`src/design/vspt_ram.sv`:
```
module vspt_ram #(
	parameter int WIDTH = 8,
	parameter int DEPTH = 16
) (
	input  logic                     clk,
	input  logic                     we,
	input  logic [$clog2(DEPTH)-1:0] waddr,
	input  logic [WIDTH-1:0]         wdata,
	input  logic                     re,
	input  logic [$clog2(DEPTH)-1:0] raddr,
	output logic [WIDTH-1:0]         rdata_q
);
	logic [WIDTH-1:0] mem [DEPTH];

	always_ff @(posedge clk) begin
		if (we) begin
			mem[waddr] <= wdata;
		end
		if (re) begin
			rdata_q <= mem[raddr];
		end
	end
endmodule

```
`config.mk`:
```
export PLATFORM = sky130hd
export DESIGN_NAME = vspt_ram
export DESIGN_NICKNAME = d
export VERILOG_FILES = /design/src/design/vspt_ram.sv
export SDC_FILE = /design/constraint.sdc
export NUM_CORES = 1
export LEC_CHECK = 0
export BUFFER_PORTS_ARGS = -buffer_cell sky130_fd_sc_hd__clkbuf_2
export CORE_UTILIZATION = 40
export CTS_CLUSTER_DIAMETER = 80
export DETAILED_ROUTE_END_ITERATION = 10
export HOLD_SLACK_MARGIN = 0.15
export PLACE_DENSITY_LB_ADDON = 0.12
export REMOVE_ABC_BUFFERS = 1
export SKIP_CTS_REPAIR_TIMING = 1
export SLEW_MARGIN = 10
export SYNTH_ARGS = -nofsm -noshare
export SYNTH_HDL_FRONTEND = slang
export SYNTH_SLANG_ARGS = --single-unit
```
`constraint.sdc`:
```
create_clock -name clk -period 5.6 [get_ports clk]
set_input_delay 1.4 -clock clk [delete_from_list [all_inputs] [get_ports clk]]
set_output_delay 1.4 -clock clk [all_outputs]
set_load 0.05 [all_outputs]
```
==> impl_results.md <==
* Die extent in x at 116 um
* Leakage power total at 1.99 nW
* GR Util All Layers at 16.9%
* Top Ports at 27
* Hold Vio Cnt, Final at 0
* Setup violators final at 0
* Worst-path clk slew at 0.06 ns
* Antenna diode count at 0
* Die area at 13500 um^2
* Switch Pwr at 467 uW
* Skew-Pair Late Insertion Delay at 0.41 ns
* WP buf/inv at 2
* Final std cells w/o fill at 452
* Dpl ws at 1.96 ns
* Avg Inst Size Synth at 22.8 um^2
* Synth top cells by count: 136 x edfxtp_1, 18 x mux4_2, 16 x a22oi_1
* Worst Setup Start Kind: primary input
* Critical Path RT at 5.76 ns
* Row count at 41
* DR WL/cell at 22.4 um
* Slew HR at 33.4%
* Die H at 116 um
* Slew Viols, Final at 0
* Synth Warn # at 0
* Starting DRT DRC Count at 160
* Dominant cells by area after synthesis: edfxtp_1 78%, mux4_2 7.8%, mux4_1 7.0%
* Area grow syn2layout at 15.6%
* Arr. time, crit path at 3.30 ns
* Mapped Area at 5230 um^2
* Gr ovfl total at 0
* Initial antenna violation count at 0
* Seq pwr share at 51.2%
* EDFF count, synth at 136
* Sw Ratio at 20.7%
* Routed length on met2 at 4900 um
* Via count at 2327
* Final instance area at 6040 um^2
* Htree depth at 4
* Yosys cell types at 18
* Sequential fraction of the synthesis area at 78.1%
* Worst slew pin tran at 0.996 ns
* Tot Pwr at 2.26 mW
* Final nets at 286
* Total CTS buffers at 17
* Worst-path cell chain: clkbuf_2 > buf_4 > mux4_1 > a22oi_1 > nand2_1
* Setup WS post-layout at 2.46 ns
* Final Wtd Congestion at 0.708
* First-pass DRT Iterations at 4
* Buffers on Ports at 26
* Type of the most critical hold path: flip-flop to flip-flop
* CP top delay family: buffers and inverters
* Root buf cell: clkbuf_16
* Worst path slowest cell: clkbuf_2
* Minimum clock period at 3.14 ns
* Critical path type: primary input to flip-flop
* Leading cell type by number of instances after synthesis: edfxtp_1
* Synth area leader: edfxtp_1
* Status: complete, no violations
* Clock Path Buffers at 2
* Final wirelength at 10100 um
* Ys async rst share at 0%
* Largest net degree at the start of global routing at 33
* Tcrit/Tclk final at 56.1%
* CP peak stage delay at 0.61 ns
* Setup TNS at 0 ns
* RSZ-0062 raised after global routing: false
* Cells after Synth at 229
* # Max-Cap Violations at 0
* FF+latch count, synth at 136
* Fraction of layout cells with a size suffix above 1 at 27.1%
* Pwr dens at 373 nW/um^2
* Routed wl met3 at 459 um
* Clock tree sinks at 136
* Peak supply drop at 0.000204 V
* Placed cell area at 5520 um^2
* TritonCTS clock tree: yes
* DR vias/cell at 5.15
* Post-DP HPWL at 6290 um
* Primary FF master, synth: edfxtp_1
* Crit path capture type: flip-flop
* Internal power at 1.79 mW
* Max Clock Skew at 0.00688 ns
* Detail Route Antenna Nets at 0
* Initial core utilization at 41.3%
* Logic pwr share at 5.1%
* Max frequency at 318 MHz
* Top-area cell type share of the netlist area at 78.1%
* Dpl cells at 420
* Core area at 12700 um^2
* Vias in the first global route at 2452
* Highest metal used: met4
* Global-route wire length before repair at 15100 um
* Metal-1 WL at 4620 um
* Crit-path max FO at 22
* Clk pwr share at 43.8%
* DR DRC count at 0
## final cells by class
cell class | count | area (um^2)
clock buffers | 21 | 440
multi-input cells | 83 | 1070
fillers | 1060 | 6630
flip-flops and latches | 136 | 4080
well taps | 172 | 215
clock inverters | 11 | 82.6
repair buffers | 29 | 153
## layout by cell type, fill, tap and decap left out, drive strengths merged, types with 2 or more instances in the layout
cell,n
edfxtp,136
clkbuf,47
mux4,32
a22oi,16
nor2,13
nand2,9
clkinv,8
nor3,4
buf,3
nand3b,2
nand2b,2
clkinvlp,2
## state kept, by name, summed over array words and instances, names as in the netlist
name     flops
mem        128
rdata_q      8
## layer usage
metal  vias to the layer above  GRT usage, %
met1                      1199          22.9
li1                       1060             -
met3                        11          4.51
met5                         -             0
met2                        57          25.8
met4                         0          7.52
## worst register-to-register path: stages (launching register included)
cell      delay (ns)
edfxtp_1        0.36
mux4_2          0.47
a22oi_1         0.28
nand2_1         0.13
## per-stage QoR
stage	utilization [%]	hold slack, ns
finish	47.7	0.743
global route	47.7	0.784
detailed placement	43.6	0.729
CTS	47.7	0.739
global placement	43.6	0.726
floorplan	-	0.705
## worst paths after layout
| kind | start | end | slack [ns] | cells past startpoint |
|---|---|---|---|---|
| worst min register to register | mem[15][5] | rdata_q[5] | 0.74 | 3 |
| worst max-delay path | raddr[0] | rdata_q[3] | 2.46 | 5 |
| worst max register to register | mem[10][7] | rdata_q[7] | 4.09 | 3 |
| worst min-delay path | mem[15][5] | rdata_q[5] | 0.74 | 3 |
## cells by family after synthesis
kind of cell | share of synthesized area (%)
AND/OR/NAND/NOR | 3.14
flip-flops | 78.1
multiplexers | 14.8
buffers and inverters | 1.65
AO/OA/AOI/OAI | 2.30
## power groups by stage
stage                     Sequential (mW)  Clock (mW)  Combinational, mW
final                                1.15       0.987              0.114
after global routing                 1.16        1.04              0.125
after CTS                            1.15        1.00              0.117
after detailed placement             1.17           0              0.117
after global placement               1.17           0              0.116
after floorplan                      1.19           0             0.0457
(Power assumes the default switching activity.)
